### src/hw/rtl/nmeaps_pkg.sv
// ---------------------------------------------------------------------------
// NMEA position and speed extractor: shared definitions
// Character codes, sentence kinds, header match states, numeric limits and
// the result word that travels from the parser to the output buffer.
// ---------------------------------------------------------------------------
`default_nettype none

package nmeaps_pkg;

   localparam int DEF_MAX_DIGITS      = 12;
   localparam int DEF_MAX_FIELD_CHARS = 16;

   localparam int MANT_W  = 40;
   localparam int FRAC_W  = 4;
   localparam int SPEED_W = 16;
   localparam int FIELD_W = 4;

   localparam logic [MANT_W-1:0]  MANT_MASK = {MANT_W{1'b1}};
   localparam logic [MANT_W-1:0]  ACC_LIMIT = (MANT_MASK - 40'd9) / 40'd10;
   localparam logic [FRAC_W-1:0]  FRAC_MAX  = 4'd15;
   localparam logic [SPEED_W-1:0] SPEED_MAX = 16'hFFFF;
   localparam logic [FIELD_W-1:0] FIELD_MAX = 4'd15;

   localparam logic [FIELD_W-1:0] FIELD_LAT   = 4'd1;
   localparam logic [FIELD_W-1:0] FIELD_LON   = 4'd3;
   localparam logic [FIELD_W-1:0] FIELD_SPEED = 4'd7;

   localparam logic [7:0] CHAR_DOLLAR = 8'h24;
   localparam logic [7:0] CHAR_CR     = 8'h0D;
   localparam logic [7:0] CHAR_LF     = 8'h0A;
   localparam logic [7:0] CHAR_COMMA  = 8'h2C;
   localparam logic [7:0] CHAR_POINT  = 8'h2E;
   localparam logic [7:0] CHAR_ZERO   = 8'h30;
   localparam logic [7:0] CHAR_NINE   = 8'h39;
   localparam logic [7:0] CHAR_G      = 8'h47;
   localparam logic [7:0] CHAR_N      = 8'h4E;
   localparam logic [7:0] CHAR_R      = 8'h52;
   localparam logic [7:0] CHAR_M      = 8'h4D;
   localparam logic [7:0] CHAR_C      = 8'h43;
   localparam logic [7:0] CHAR_L      = 8'h4C;

   localparam logic RESULT_GLL = 1'b0;
   localparam logic RESULT_RMC = 1'b1;

   typedef enum logic [1:0] {
      KIND_NONE = 2'd0,
      KIND_GLL  = 2'd1,
      KIND_RMC  = 2'd2
   } kind_type;

   typedef enum logic [2:0] {
      HDR_IDLE   = 3'd0,
      HDR_DOLLAR = 3'd1,
      HDR_G      = 3'd2,
      HDR_GN     = 3'd3,
      HDR_GNR    = 3'd4,
      HDR_GNRM   = 3'd5,
      HDR_GNG    = 3'd6,
      HDR_GNGL   = 3'd7
   } hdr_state_type;

   typedef struct packed {
      logic                sentence_kind;
      logic [MANT_W-1:0]   lat_mantissa;
      logic [FRAC_W-1:0]   lat_frac_digits;
      logic [MANT_W-1:0]   lon_mantissa;
      logic [FRAC_W-1:0]   lon_frac_digits;
      logic [SPEED_W-1:0]  speed_knots;
      logic                digit_overflow;
   } result_type;

endpackage

`default_nettype wire

### src/hw/rtl/nmeaps_parser.sv
// ---------------------------------------------------------------------------
// NMEA sentence parser
// Matches the GNGLL and GNRMC headers, counts fields, accumulates the
// position and speed numbers and forms a result word when CR LF arrives.
// ---------------------------------------------------------------------------
`default_nettype none

module nmeaps_parser #(
   parameter int MAX_DIGITS      = nmeaps_pkg::DEF_MAX_DIGITS,
   parameter int MAX_FIELD_CHARS = nmeaps_pkg::DEF_MAX_FIELD_CHARS
) (
   input  wire logic                   clock,
   input  wire logic                   reset,
   input  wire logic                   accept,
   input  wire logic [7:0]             rx_byte,
   output logic                        res_valid,
   output nmeaps_pkg::result_type      res
);

   localparam int DW = $clog2(MAX_DIGITS + 1);
   localparam int CW = $clog2(MAX_FIELD_CHARS + 1);

   nmeaps_pkg::hdr_state_type hdr_ff, hdr_in;
   nmeaps_pkg::kind_type      kind_ff, kind_in;
   logic [nmeaps_pkg::FIELD_W-1:0] field_idx_ff, field_idx_in;
   logic [CW-1:0]                  char_cnt_ff, char_cnt_in;
   logic                           cr_seen_ff, cr_seen_in;
   logic                           point_seen_ff, point_seen_in;
   logic [nmeaps_pkg::MANT_W-1:0]  accum_ff, accum_in;
   logic [nmeaps_pkg::FRAC_W-1:0]  frac_cnt_ff, frac_cnt_in;
   logic [DW-1:0]                  digit_cnt_ff, digit_cnt_in;
   logic [nmeaps_pkg::MANT_W-1:0]  lat_ff, lat_in;
   logic [nmeaps_pkg::FRAC_W-1:0]  lat_frac_ff, lat_frac_in;
   logic [nmeaps_pkg::MANT_W-1:0]  lon_ff, lon_in;
   logic [nmeaps_pkg::FRAC_W-1:0]  lon_frac_ff, lon_frac_in;
   logic [nmeaps_pkg::SPEED_W-1:0] speed_ff, speed_in;
   logic                           ovf_ff, ovf_in;

   logic                           is_digit;
   logic [nmeaps_pkg::MANT_W-1:0]  accum_x10;
   logic                           in_pos_field;
   logic                           in_speed_field;
   logic [nmeaps_pkg::MANT_W-1:0]  lat_cl, lon_cl;
   logic [nmeaps_pkg::FRAC_W-1:0]  lat_frac_cl, lon_frac_cl;
   logic [nmeaps_pkg::SPEED_W-1:0] speed_cl;
   logic                           line_end;

   assign is_digit  = (rx_byte >= nmeaps_pkg::CHAR_ZERO) && (rx_byte <= nmeaps_pkg::CHAR_NINE);
   // Times ten as two shifts and an add; the digit value is the low nibble.
   assign accum_x10 = (accum_ff << 3) + (accum_ff << 1)
                    + {{(nmeaps_pkg::MANT_W-4){1'b0}}, (is_digit ? rx_byte[3:0] : 4'd0)};

   assign in_pos_field   = (kind_ff == nmeaps_pkg::KIND_GLL) &&
                           ((field_idx_ff == nmeaps_pkg::FIELD_LAT) ||
                            (field_idx_ff == nmeaps_pkg::FIELD_LON));
   assign in_speed_field = (kind_ff == nmeaps_pkg::KIND_RMC) &&
                           (field_idx_ff == nmeaps_pkg::FIELD_SPEED);

   // Store contents as they stand once the current field is closed.
   always_comb begin
      lat_cl      = lat_ff;
      lat_frac_cl = lat_frac_ff;
      lon_cl      = lon_ff;
      lon_frac_cl = lon_frac_ff;
      speed_cl    = speed_ff;
      if (kind_ff == nmeaps_pkg::KIND_GLL && field_idx_ff == nmeaps_pkg::FIELD_LAT) begin
         lat_cl      = accum_ff;
         lat_frac_cl = frac_cnt_ff;
      end
      if (kind_ff == nmeaps_pkg::KIND_GLL && field_idx_ff == nmeaps_pkg::FIELD_LON) begin
         lon_cl      = accum_ff;
         lon_frac_cl = frac_cnt_ff;
      end
      if (in_speed_field) begin
         if (accum_ff > {{(nmeaps_pkg::MANT_W-nmeaps_pkg::SPEED_W){1'b0}},
                         nmeaps_pkg::SPEED_MAX}) begin
            speed_cl = nmeaps_pkg::SPEED_MAX;
         end else begin
            speed_cl = accum_ff[nmeaps_pkg::SPEED_W-1:0];
         end
      end
   end

   assign line_end = (rx_byte != nmeaps_pkg::CHAR_DOLLAR) &&
                     (kind_ff != nmeaps_pkg::KIND_NONE) &&
                     (rx_byte == nmeaps_pkg::CHAR_LF) && cr_seen_ff;

   // Next state.
   always_comb begin
      logic                 do_start;
      nmeaps_pkg::kind_type start_kind;
      logic                 do_clear_field;

      do_start       = 1'b0;
      start_kind     = nmeaps_pkg::KIND_NONE;
      do_clear_field = 1'b0;

      hdr_in        = hdr_ff;
      kind_in       = kind_ff;
      field_idx_in  = field_idx_ff;
      char_cnt_in   = char_cnt_ff;
      cr_seen_in    = cr_seen_ff;
      point_seen_in = point_seen_ff;
      accum_in      = accum_ff;
      frac_cnt_in   = frac_cnt_ff;
      digit_cnt_in  = digit_cnt_ff;
      lat_in        = lat_ff;
      lat_frac_in   = lat_frac_ff;
      lon_in        = lon_ff;
      lon_frac_in   = lon_frac_ff;
      speed_in      = speed_ff;
      ovf_in        = ovf_ff;

      if (accept) begin
         if (rx_byte == nmeaps_pkg::CHAR_DOLLAR) begin
            do_start   = 1'b1;
            start_kind = nmeaps_pkg::KIND_NONE;
         end else if (kind_ff == nmeaps_pkg::KIND_NONE) begin
            hdr_in = nmeaps_pkg::HDR_IDLE;
            case (hdr_ff)
               nmeaps_pkg::HDR_DOLLAR: begin
                  if (rx_byte == nmeaps_pkg::CHAR_G) hdr_in = nmeaps_pkg::HDR_G;
               end
               nmeaps_pkg::HDR_G: begin
                  if (rx_byte == nmeaps_pkg::CHAR_N) hdr_in = nmeaps_pkg::HDR_GN;
               end
               nmeaps_pkg::HDR_GN: begin
                  if (rx_byte == nmeaps_pkg::CHAR_R) hdr_in = nmeaps_pkg::HDR_GNR;
                  else if (rx_byte == nmeaps_pkg::CHAR_G) hdr_in = nmeaps_pkg::HDR_GNG;
               end
               nmeaps_pkg::HDR_GNR: begin
                  if (rx_byte == nmeaps_pkg::CHAR_M) hdr_in = nmeaps_pkg::HDR_GNRM;
               end
               nmeaps_pkg::HDR_GNRM: begin
                  if (rx_byte == nmeaps_pkg::CHAR_C) begin
                     do_start   = 1'b1;
                     start_kind = nmeaps_pkg::KIND_RMC;
                  end
               end
               nmeaps_pkg::HDR_GNG: begin
                  if (rx_byte == nmeaps_pkg::CHAR_L) hdr_in = nmeaps_pkg::HDR_GNGL;
               end
               nmeaps_pkg::HDR_GNGL: begin
                  if (rx_byte == nmeaps_pkg::CHAR_L) begin
                     do_start   = 1'b1;
                     start_kind = nmeaps_pkg::KIND_GLL;
                  end
               end
               default: begin
                  hdr_in = nmeaps_pkg::HDR_IDLE;
               end
            endcase
         end else if (line_end) begin
            do_start   = 1'b1;
            start_kind = nmeaps_pkg::KIND_NONE;
         end else if (rx_byte == nmeaps_pkg::CHAR_CR) begin
            cr_seen_in = 1'b1;
         end else begin
            cr_seen_in = 1'b0;
            if (rx_byte == nmeaps_pkg::CHAR_COMMA) begin
               lat_in         = lat_cl;
               lat_frac_in    = lat_frac_cl;
               lon_in         = lon_cl;
               lon_frac_in    = lon_frac_cl;
               speed_in       = speed_cl;
               do_clear_field = 1'b1;
               if (field_idx_ff < nmeaps_pkg::FIELD_MAX) begin
                  field_idx_in = field_idx_ff + 4'd1;
               end
            end else if (char_cnt_ff < CW'(MAX_FIELD_CHARS)) begin
               char_cnt_in = char_cnt_ff + CW'(1);
               if (in_pos_field) begin
                  if (rx_byte == nmeaps_pkg::CHAR_POINT) begin
                     point_seen_in = 1'b1;
                  end else if (is_digit) begin
                     if (digit_cnt_ff >= DW'(MAX_DIGITS) ||
                         accum_ff > nmeaps_pkg::ACC_LIMIT ||
                         (point_seen_ff && frac_cnt_ff >= nmeaps_pkg::FRAC_MAX)) begin
                        ovf_in = 1'b1;
                     end else begin
                        accum_in     = accum_x10;
                        digit_cnt_in = digit_cnt_ff + DW'(1);
                        if (point_seen_ff) frac_cnt_in = frac_cnt_ff + 4'd1;
                     end
                  end
               end else if (in_speed_field && !point_seen_ff) begin
                  // The first non-digit ends the integer part of the speed.
                  if (is_digit) begin
                     if (accum_x10 > {{(nmeaps_pkg::MANT_W-nmeaps_pkg::SPEED_W){1'b0}},
                                      nmeaps_pkg::SPEED_MAX}) begin
                        accum_in = {{(nmeaps_pkg::MANT_W-nmeaps_pkg::SPEED_W){1'b0}},
                                    nmeaps_pkg::SPEED_MAX};
                     end else begin
                        accum_in = accum_x10;
                     end
                  end else begin
                     point_seen_in = 1'b1;
                  end
               end
            end
         end
      end

      if (do_clear_field) begin
         char_cnt_in   = '0;
         point_seen_in = 1'b0;
         accum_in      = '0;
         frac_cnt_in   = '0;
         digit_cnt_in  = '0;
      end

      if (do_start) begin
         kind_in       = start_kind;
         hdr_in        = (rx_byte == nmeaps_pkg::CHAR_DOLLAR) ? nmeaps_pkg::HDR_DOLLAR
                                                             : nmeaps_pkg::HDR_IDLE;
         field_idx_in  = '0;
         cr_seen_in    = 1'b0;
         lat_in        = '0;
         lat_frac_in   = '0;
         lon_in        = '0;
         lon_frac_in   = '0;
         speed_in      = '0;
         ovf_in        = 1'b0;
         char_cnt_in   = '0;
         point_seen_in = 1'b0;
         accum_in      = '0;
         frac_cnt_in   = '0;
         digit_cnt_in  = '0;
      end
   end

   // Result word.
   always_comb begin
      logic gll;
      gll       = (kind_ff == nmeaps_pkg::KIND_GLL);
      res_valid = accept && line_end;
      res.sentence_kind   = gll ? nmeaps_pkg::RESULT_GLL : nmeaps_pkg::RESULT_RMC;
      res.lat_mantissa    = gll ? lat_cl : '0;
      res.lat_frac_digits = gll ? lat_frac_cl : '0;
      res.lon_mantissa    = gll ? lon_cl : '0;
      res.lon_frac_digits = gll ? lon_frac_cl : '0;
      res.speed_knots     = gll ? '0 : speed_cl;
      res.digit_overflow  = ovf_ff;
   end

   always_ff @(posedge clock) begin
      if (reset) begin
         hdr_ff        <= nmeaps_pkg::HDR_IDLE;
         kind_ff       <= nmeaps_pkg::KIND_NONE;
         field_idx_ff  <= '0;
         char_cnt_ff   <= '0;
         cr_seen_ff    <= 1'b0;
         point_seen_ff <= 1'b0;
         accum_ff      <= '0;
         frac_cnt_ff   <= '0;
         digit_cnt_ff  <= '0;
         lat_ff        <= '0;
         lat_frac_ff   <= '0;
         lon_ff        <= '0;
         lon_frac_ff   <= '0;
         speed_ff      <= '0;
         ovf_ff        <= 1'b0;
      end else begin
         hdr_ff        <= hdr_in;
         kind_ff       <= kind_in;
         field_idx_ff  <= field_idx_in;
         char_cnt_ff   <= char_cnt_in;
         cr_seen_ff    <= cr_seen_in;
         point_seen_ff <= point_seen_in;
         accum_ff      <= accum_in;
         frac_cnt_ff   <= frac_cnt_in;
         digit_cnt_ff  <= digit_cnt_in;
         lat_ff        <= lat_in;
         lat_frac_ff   <= lat_frac_in;
         lon_ff        <= lon_in;
         lon_frac_ff   <= lon_frac_in;
         speed_ff      <= speed_in;
         ovf_ff        <= ovf_in;
      end
   end

`ifndef SYNTHESIS
   a_char_bound: assert property (@(posedge clock) disable iff (reset)
      char_cnt_ff <= CW'(MAX_FIELD_CHARS))
      else $error("field character count beyond limit");

   a_frac_within_digits: assert property (@(posedge clock) disable iff (reset)
      (kind_ff == nmeaps_pkg::KIND_GLL) |->
         (int'(frac_cnt_ff) <= int'(digit_cnt_ff)))
      else $error("more fraction digits than kept digits");

   a_result_ends_sentence: assert property (@(posedge clock) disable iff (reset)
      res_valid |=> (kind_ff == nmeaps_pkg::KIND_NONE && hdr_ff == nmeaps_pkg::HDR_IDLE))
      else $error("sentence still open after its result");
`endif

endmodule

`default_nettype wire

### src/hw/rtl/nmeaps_out_buf.sv
// ---------------------------------------------------------------------------
// Result output buffer
// An output register backed by one skid entry, so the input side keeps
// taking bytes while a result waits to be taken.
// ---------------------------------------------------------------------------
`default_nettype none

module nmeaps_out_buf (
   input  wire logic                    clock,
   input  wire logic                    reset,
   input  wire logic                    push,
   input  wire nmeaps_pkg::result_type  push_data,
   output logic                         can_push,
   output logic                         out_valid,
   input  wire logic                    out_ready,
   output nmeaps_pkg::result_type       out_data
);

   logic                   main_valid_ff, main_valid_in;
   logic                   skid_valid_ff, skid_valid_in;
   nmeaps_pkg::result_type main_ff, main_in;
   nmeaps_pkg::result_type skid_ff, skid_in;
   logic                   pop;

   assign pop       = main_valid_ff && out_ready;
   assign can_push  = !skid_valid_ff;
   assign out_valid = main_valid_ff;
   assign out_data  = main_ff;

   always_comb begin
      main_valid_in = main_valid_ff;
      skid_valid_in = skid_valid_ff;
      main_in       = main_ff;
      skid_in       = skid_ff;
      if (pop) begin
         if (skid_valid_ff) begin
            main_in       = skid_ff;
            skid_valid_in = 1'b0;
         end else if (push) begin
            main_in = push_data;
         end else begin
            main_valid_in = 1'b0;
         end
      end else if (push) begin
         if (!main_valid_ff) begin
            main_in       = push_data;
            main_valid_in = 1'b1;
         end else begin
            skid_in       = push_data;
            skid_valid_in = 1'b1;
         end
      end
   end

   always_ff @(posedge clock) begin
      if (reset) begin
         main_valid_ff <= 1'b0;
         skid_valid_ff <= 1'b0;
      end else begin
         main_valid_ff <= main_valid_in;
         skid_valid_ff <= skid_valid_in;
      end
   end

   always_ff @(posedge clock) begin
      main_ff <= main_in;
      skid_ff <= skid_in;
   end

`ifndef SYNTHESIS
   a_skid_behind_main: assert property (@(posedge clock) disable iff (reset)
      skid_valid_ff |-> main_valid_ff)
      else $error("skid entry held with the output register empty");

   a_push_lands: assert property (@(posedge clock) disable iff (reset)
      (push && can_push) |=> main_valid_ff)
      else $error("pushed result not visible at the output");

   a_drain_empties: assert property (@(posedge clock) disable iff (reset)
      (pop && !skid_valid_ff && !push) |=> !main_valid_ff)
      else $error("output stays valid after its last result was taken");
`endif

endmodule

`default_nettype wire

### src/hw/rtl/nmea_position_speed_extractor.sv
// Results enter the output register (or its skid entry if full) when their LF byte is taken.
// Throughput: one byte per cycle while req_ready is high; header matching, field counting
// and the times-ten accumulate all finish in the cycle the byte is taken.
// req_ready falls only while two results wait in the output register and its skid entry.
// Reset (synchronous, active high) clears the parser state, all stores and both
// output entries; no sentence is open after reset.
// ---------------------------------------------------------------------------
// NMEA position and speed extractor
// Parses GNGLL and GNRMC sentences from a byte stream and returns latitude,
// longitude or integer ground speed for each complete sentence.
// ---------------------------------------------------------------------------
`default_nettype none

module nmea_position_speed_extractor #(
   parameter int MAX_DIGITS      = nmeaps_pkg::DEF_MAX_DIGITS,
   parameter int MAX_FIELD_CHARS = nmeaps_pkg::DEF_MAX_FIELD_CHARS
) (
   input  wire logic                                clock,
   input  wire logic                                reset,
   input  wire logic                                req_valid,
   output logic                                     req_ready,
   input  wire logic [7:0]                          req_rx_byte,
   output logic                                     rsp_valid,
   input  wire logic                                rsp_ready,
   output logic                                     rsp_sentence_kind,
   output logic [nmeaps_pkg::MANT_W-1:0]            rsp_lat_mantissa,
   output logic [nmeaps_pkg::FRAC_W-1:0]            rsp_lat_frac_digits,
   output logic [nmeaps_pkg::MANT_W-1:0]            rsp_lon_mantissa,
   output logic [nmeaps_pkg::FRAC_W-1:0]            rsp_lon_frac_digits,
   output logic [nmeaps_pkg::SPEED_W-1:0]           rsp_speed_knots,
   output logic                                     rsp_digit_overflow
);

   logic                   accept;
   logic                   res_valid;
   nmeaps_pkg::result_type res;
   nmeaps_pkg::result_type out_data;

   assign accept = req_valid && req_ready;

   nmeaps_parser #(
      .MAX_DIGITS      (MAX_DIGITS),
      .MAX_FIELD_CHARS (MAX_FIELD_CHARS)
   ) u_parser (
      .clock     (clock),
      .reset     (reset),
      .accept    (accept),
      .rx_byte   (req_rx_byte),
      .res_valid (res_valid),
      .res       (res)
   );

   nmeaps_out_buf u_out_buf (
      .clock     (clock),
      .reset     (reset),
      .push      (res_valid),
      .push_data (res),
      .can_push  (req_ready),
      .out_valid (rsp_valid),
      .out_ready (rsp_ready),
      .out_data  (out_data)
   );

   assign rsp_sentence_kind   = out_data.sentence_kind;
   assign rsp_lat_mantissa    = out_data.lat_mantissa;
   assign rsp_lat_frac_digits = out_data.lat_frac_digits;
   assign rsp_lon_mantissa    = out_data.lon_mantissa;
   assign rsp_lon_frac_digits = out_data.lon_frac_digits;
   assign rsp_speed_knots     = out_data.speed_knots;
   assign rsp_digit_overflow  = out_data.digit_overflow;

endmodule

`default_nettype wire
### config.mk
export PLATFORM = sky130hd
export DESIGN_NAME = nmea_position_speed_extractor
export DESIGN_NICKNAME = d
export VERILOG_FILES = /design/src/hw/rtl/nmeaps_pkg.sv /design/src/hw/rtl/nmeaps_parser.sv /design/src/hw/rtl/nmeaps_out_buf.sv /design/src/hw/rtl/nmea_position_speed_extractor.sv
export SDC_FILE = /design/constraint.sdc
export NUM_CORES = 1
export LEC_CHECK = 0
export CAP_MARGIN = 20
export CORE_ASPECT_RATIO = 1.75
export CORE_MARGIN = 1
export CORE_UTILIZATION = 30
export CTS_CLUSTER_SIZE = 28
export DETAILED_ROUTE_END_ITERATION = 10
export DONT_BUFFER_PORTS = 1
export GPL_TIMING_DRIVEN = 0
export PLACE_DENSITY = 0.44
export SLEW_MARGIN = 40
export SYNTH_ARGS = -nofsm -noshare
export SYNTH_HDL_FRONTEND = slang
export SYNTH_SLANG_ARGS = --single-unit
### constraint.sdc
create_clock -name clock -period 9.44 [get_ports clock]
set_input_delay 0 -clock clock [delete_from_list [all_inputs] [get_ports clock]]
set_output_delay 0 -clock clock [all_outputs]
set_load 0.005 [all_outputs]
==> impl_results.md, run 1 <==
* F_max at 178 MHz
* CP top delay family: compound AO/OA/AOI/OAI gates
* Critical-path cell list: clkbuf_1 > inv_1 > fa_1 > inv_1 > ha_1 > a211oi_1 > o21ai_0 > nand2_1 > o21ai_1 > mux2_2 > a21oi_1 > nand4_1 > nor4_4 > buf_6 > a21oi_1
* Int Power at 2.56 mW
* Ports at 120
* Die Wd at 194 microns
* Max-cap violations at 0
* Max Root-Sink Buffers at 3
* Most instantiated cells after synthesis: 369 x nand2_1, 241 x nor2_1, 212 x edfxtp_1, 172 x a21oi_1, 171 x dfxtp_1
* Net Sw Frac at 21.0%
* Post-synth top area cell: edfxtp_1
* Via count at 15500
* Mean routed wirelength per cell at 21.9 microns
* H-tree levels at 2
* CP Capture Type: flip-flop
* Data arrival time of the worst path at 6.06 ns
* Leakage at 7.60 nW
* Worst Path Required at 9.87 ns
* Cell area after layout at 21900 sq um
* Gr ovfl total at 0
* Drt first pass iters at 5
* Peak supply drop at 0.0000967 V
* Synth top area cells: edfxtp_1 33%, dfxtp_1 18%, nand2_1 7.2%, ha_1 5.1%, mux2i_1 4.8%
* Initial antenna violation count at 1
* Syn Inst Count at 2039
* Num CTS Buffers at 37
* TritonCTS clock tree: done
* CTS root buf: clkbuf_16
* IO buf count at 0
* Remaining antenna violation count at 0
* Synth warn at 0
* Final setup viols at 0
* CP max stage cell: nor4_4
* Final setup skew at 0.0240 ns
* Outcome: finished clean
* Max stage delay on crit path at 0.66 ns
* Post-synth EDFFs at 212
* Starting Density at 30.4%
* Share of synthesized registers carrying an async set or reset at 0%
* DR iter-0 viols at 833
* Row count at 122
* Fin worst setup slack at 3.82 ns
* Post-synthesis sequential area ratio at 50.6%
* # nets final at 2204
* Crit start category: flip-flop
* Global placement routability congestion at 0.860
* Clock Latency Late Sink at 0.55 ns
* Period minus WS final at 5.62 ns
* Sequential share of power at 53.8%
* Fin crit share at 59.6%
* Slew Limit Fails at 0
* Ant diodes at 0
* Placed cell area at 20600 sq um
* Synth top area share at 32.9%
* Share of layout cells above drive strength 1 at 5.90%
* First-pass GRT wire length at 97.7 mm
* Worst slack, placed at 3.80 ns
* CORE AREA at 63500 sq um
* Vias in the first global route at 15600
* Count leader, synth: nand2_1
* # fillers at 6510
* Worst Tran Pin Value at 0.911 ns
* Combinational Power Share at 1.1%
* DRC Markers at 0
* Core Util, Final at 34.4%
* Final hold vios at 0
* Pin count of the biggest net entering global routing at 19
* Yosys cell types at 77
* Total GRT Usage at 19.7%
* Net Sw Power at 679 uW
* Hold crit path type: input pin to flip-flop
* Die Height at 338 microns
* Syn avg cell area at 9.48 sq um
* Post-DR vias/cell at 5.26
* Ys flop type: edfxtp_1
* HPWL Detailed at 49.0 mm
* Synth Cell Area at 19300 sq um
* WS Path Type: flip-flop to flip-flop
* CTS Sinks at 383
* Number of synthesized register bits at 383
* Area grow syn2layout at 13.2%
* Cell Pwr Density at 148 nW/um^2
* RSZ-0062 raised after global routing: no
* Syn_nets at 2132
* Clk pwr share at 45.1%
* Clock slew seen by the registers of the worst setup and hold paths at 0.06 ns
* Full die area at 65500 sq um
* Worst Path Buf+Inv at 4
* Total Wirelength at 64.3 mm
* Crit-path max FO at 10
* Postcts setup bufs at 0
* Worst slew margin at 39.3%
## path summary, 6_finish.rpt
path | startpoint | end | slack (ns) | cells past startpoint
min | req_rx_byte[1] | u_parser.point_seen_ff | 0.03 | 5
max | u_parser.accum_ff[0] | u_parser.accum_ff[13] | 3.82 | 15
min reg2reg | u_parser.lon_frac_ff[1] | u_parser.lon_frac_ff[1] | 0.45 | 2
max reg2reg | u_parser.accum_ff[0] | u_parser.accum_ff[13] | 3.82 | 15
## power by group through the flow
stage / Combinational, mW / Clock [mW] / Sequential (mW)
3_3_place_gp: 0.0288 / 0 / 1.78
5_1_grt: 0.0373 / 1.55 / 1.74
2_1_floorplan: 0.0184 / 0 / 1.78
6_report: 0.0346 / 1.46 / 1.74
3_5_place_dp: 0.0293 / 0 / 1.78
4_1_cts: 0.0346 / 1.50 / 1.74
## worst reg2reg max path: cells and delay by family, from the launching register on
kind / cells / cell delay (ns)
buffers and inverters: 4 / 1.09
DFF: 1 / 0.34
adders and majority gates: 2 / 0.91
AOI/OAI and AO/OA: 5 / 1.50
and+or+nand+nor: 3 / 1.24
muxes: 1 / 0.43
## cell usage in the layout, fill, tap and decap left out, types with 9 or more instances in the layout
cell type        n
a211oi_1        15
a21o_1          14
a21oi_1        170
a31oi_1         11
and2_1          10
and3_1          12
buf_2           17
buf_4            9
clkbuf_1       138
clkbuf_16       39
clkbuf_2        12
dfxtp_1        171
dlygate4sd3_1   16
edfxtp_1       212
ha_1            79
inv_1           22
mux2i_1         92
nand2_1        369
nand2b_1        12
nand3_1         21
nand4_1         26
nor2_1         240
nor3_1          23
nor4_1          19
o211ai_1        12
o21ai_0         55
o221ai_1        19
o22ai_1         17
o31ai_1        107
or3_1           15
xnor2_1         16
xor2_1          16
## kinds of logic (layout without fill, tap and decap cells)
group	Yosys count	in the layout	synth area share [%]
simple gates	785	785	17.7
compound gates	484	484	16.1
flops	383	383	50.6
buf+inv	178	276	3.72
mux	95	95	4.94
fa+ha+maj	81	81	5.32
xor+xnor	33	33	1.53
## what timing repair did
| action | CTS | global route |
|---|---|---|
| endpoints found under the setup margin | 0 | 0 |
| resized for setup | 0 | 0 |
| hold buffers | 16 | 0 |
| hold endpoints to repair | 50 | 0 |
## through the flow
stage          power (mW)  std cells  TNS (ns)  hold WS (ns)
3_3_place_gp         1.81       2845   -103.45        0.0708
2_1_floorplan        1.80       2039         0        0.0691
4_1_cts              3.28       2943         0       0.00168
5_1_grt              3.33       2943         0         0.107
6_report             3.23       2943         0        0.0345
3_5_place_dp         1.81       2862         0        0.0737
## registers in the layout (all words and copies together) (netlist names)
signal and cells:
u_parser.char_cnt_ff 5, u_out_buf.out_valid 1, u_parser.frac_cnt_ff 4, u_parser.accum_ff 40, u_out_buf.skid_ff 106, u_parser.kind_ff 2
u_parser.ovf_ff 1, u_parser.speed_ff 16, u_parser.digit_cnt_ff 4, u_parser.lat_frac_ff 4, u_parser.lat_ff 40, u_parser.point_seen_ff 1
u_parser.field_idx_ff 4, u_parser.lon_frac_ff 4, u_parser.cr_seen_ff 1, u_parser.hdr_ff 3, u_out_buf.skid_valid_ff 1, u_out_buf.out_data 106
u_parser.lon_ff 40
## layer usage
layer	vias to the layer above	part of all wire, %	routed length [microns]	GRT usage [%]
li1	7524	-	-	-
met3	89	2.4	1560	1.98
met5	-	0.019	12	0
met2	295	56	36200	39.7
met1	7568	38	24300	20.6
met4	2	3.5	2230	7.46
## area by class of cell
class | instances | area, sq um | share of cell area [%]
flip-flops and latches | 383 | 9790 | 44.8
plain buffers | 156 | 648 | 2.96
clock inverters | 9 | 80.1 | 0.366
well taps | 806 | 1010 | 4.61
inverters | 22 | 82.6 | 0.378
repair buffers | 33 | 344 | 1.57
multi-input cells | 1478 | 8860 | 40.5
clock buffers | 56 | 1060 | 4.85
Note: power is estimated with default switching activity, not from simulation.
==> inputs of run 2 (changes only) <==
Settings changed: ABC_AREA set to 1, PLACE_DENSITY 0.44 to 0.43.
Clock period 9.44 ns to 5.4 ns, I/O delays scaled along.
==> run 2 against run 1 <==
Compared with the run above:
- highest routed layer is now met4
- non-clock buffer count shrank 39
- clock skew shrank 0.0025 ns
- die area grew 1.7%
- register-to-register slack lost 2.3 ns
- core utilization grew 0.29 points
- critical path depth grew 9
- largest cell class unchanged
- setup slack lost 2.7 ns
- sequential cell count is the same
- area after synthesis grew 1.7%
- largest power group unchanged
- clock-buffer cell count shrank 9
==> impl_results.md, run 2 <==
* TNS Setup at 0 ns
* Most instantiated cells after synthesis: 762 x nand2_1, 345 x nor2_1, 212 x edfxtp_1, 208 x inv_1, 171 x dfxtp_1
* Max Root-Sink Buffers at 3
* Clock slew seen by the registers of the worst setup and hold paths at 0.07 ns
* Data arrival time of the worst path at 4.77 ns
* Syn avg cell area at 8.01 sq um
* Synth Cell Area at 19700 sq um
* Die Wd at 196 microns
* Synth warn at 0
* Final hold vios at 0
* TritonCTS clock tree: done
* Initial antenna violation count at 0
* Inst Count DP at 3290
* Post-synth top area cell: edfxtp_1
* Placed cell area at 20900 sq um
* DR iter-0 viols at 835
* Remaining antenna violation count at 0
* WHS at 0.0111 ns
* Die Height at 341 microns
* Crit start category: input pin
* Drt first pass iters at 5
* Cell area after layout at 22400 sq um
* Cell Pwr Density at 259 nW/um^2
* Clock Latency Late Sink at 0.56 ns
* Worst slack, placed at 1.09 ns
* Count leader, synth: nand2_1
* Syn Inst Count at 2456
* Mean routed wirelength per cell at 19.1 microns
* CORE AREA at 64500 sq um
* WS Path Type: input pin to flip-flop
* F_max at 231 MHz
* IO buf count at 0
* Most common cell after layout, fill and taps aside: nand2_1
* Post-synthesis simple-gate area fraction at 26.7%
* H-tree levels at 2
* Most frequent cells in the layout: 762 x nand2_1, 344 x nor2_1, 212 x edfxtp_1
* Period minus WS final at 4.33 ns
* Vias in the first global route at 16900
* Outcome: finished clean
* Fin crit share at 80.2%
* Share of layout cells above drive strength 1 at 6.62%
* Max-cap violations at 0
* Total GRT Usage at 19.3%
* Yosys cell types at 45
* Worst Path Required at 5.84 ns
* HPWL Detailed at 51.5 mm
* Row count at 123
* Postcts setup bufs at 0
* Cts hold-fix bufs at 23
* Ports at 120
* Non-filler cells, final at 3381
* Via count at 16600
* Share of synthesized registers carrying an async set or reset at 0%
* First-pass GRT wire length at 98.6 mm
* Worst Tran Pin Value at 0.795 ns
* Post-synthesis sequential area ratio at 49.8%
* Final setup viols at 0
* CTS root buf: clkbuf_16
* Total Wirelength at 64.5 mm
* Starting Density at 30.5%
* RSZ-0062 raised after global routing: no
* Largest family of logic cells by synthesized area: simple AND/OR/NAND/NOR gates
* Design Power at 5.79 mW
* Crit-path max FO at 10
* Worst slew margin at 47.0%
* Post-DR vias/cell at 4.91
* Area grow syn2layout at 13.9%
* Number of synthesized register bits at 383
* # nets final at 2633
* Hold crit path type: input pin to flip-flop
* Leakage at 9.10 nW
* Full die area at 66600 sq um
* Peak supply drop at 0.000205 V
* CP Capture Type: flip-flop
* Gr ovfl total at 0
* Num CTS Buffers at 37
* Synth top area cells: edfxtp_1 32%, dfxtp_1 17%, nand2_1 15%, nor2_1 6.6%, ha_1 5.0%
* Pin count of the biggest net entering global routing at 16
* Multiplexer area fraction after synthesis at 0%
* Syn_nets at 2549
* CTS resizes at 0
* Slew Limit Fails at 0
* # fillers at 6819
* Post-synth EDFFs at 212
* Synth top area share at 32.4%
* XOR/XNOR Fraction of Synth Area at 0.668%
* Synthesized-area fraction occupied by adder cells at 5.23%
* Core Util, Final at 34.7%
* Ys flop type: edfxtp_1
* Final setup skew at 0.0215 ns
* CTS Sinks at 383
* DRC Markers at 0
* Synth Area in Compound Gates at 10.9%
* Global placement routability congestion at 0.911
* Ant diodes at 0
* Fin worst setup slack at 1.07 ns
## run 2: logic make-up after synthesis
family          Yosys count
simple gates           1286
flops                   383
compound gates          362
buf+inv                 329
fa+ha+maj                81
xor+xnor                 15
## run 2: path summary, 6_finish.rpt
path	start	endpoint	slack (ns)	cells after the start
worst max-delay path	req_rx_byte[6]	u_parser.accum_ff[13]	1.07	24
worst min-delay path	req_rx_byte[2]	u_parser.ovf_ff	0.01	5
worst max register to register	u_out_buf.out_valid	u_out_buf.out_data[79]	1.50	14
worst min register to register	u_parser.ovf_ff	u_out_buf.skid_ff[0]	0.44	0
## run 2: area by class of cell
cell class                      count  area [sq um]  area share [%]
Sequential cell                   383          9790            43.7
Multi-Input combinational cell   1744          8600            38.4
Tap cell                          812          1020            4.54
Clock buffer                       47          1010            4.49
Inverter                          224           841            3.75
Buffer                            105           475            2.12
Timing Repair Buffer               45           453            2.02
Clock inverter                     21           213           0.950
## run 2: critical path, cell delays in order
cell	delay [ns]
dlygate4sd3_1	0.57
nor2_4	0.15
nand3_1	0.11
nor2_1	0.40
nand2_1	0.31
fa_1	0.56
fa_1	0.48
inv_1	0.11
nand3_1	0.07
nand3_1	0.22
nand2_1	0.08
nand2_1	0.18
nand2_1	0.10
nand2_1	0.09
nand2_1	0.18
nand3_1	0.14
nand2_1	0.12
nor2_1	0.16
nand2_1	0.07
nor2_1	0.10
nand3_1	0.09
nand2_2	0.22
buf_6	0.18
a21oi_1	0.07
## run 2: metal layers
metal	global-route usage, %	share of wire [%]	vias to the layer above
li1	-	-	8288
met1	19.9	38	7877
met2	38.5	55	313
met3	1.75	2.3	112
met4	9.15	4.5	0
met5	0	0	-
## run 2: power by group
group | total [mW] | internal (mW) | leakage [nW] | switching (mW)
clock network | 2.68 | 1.52 | 0.593 | 1.16
registers | 3.04 | 3.04 | 3.34 | 0.00146
logic | 0.0659 | 0.0177 | 5.17 | 0.0481
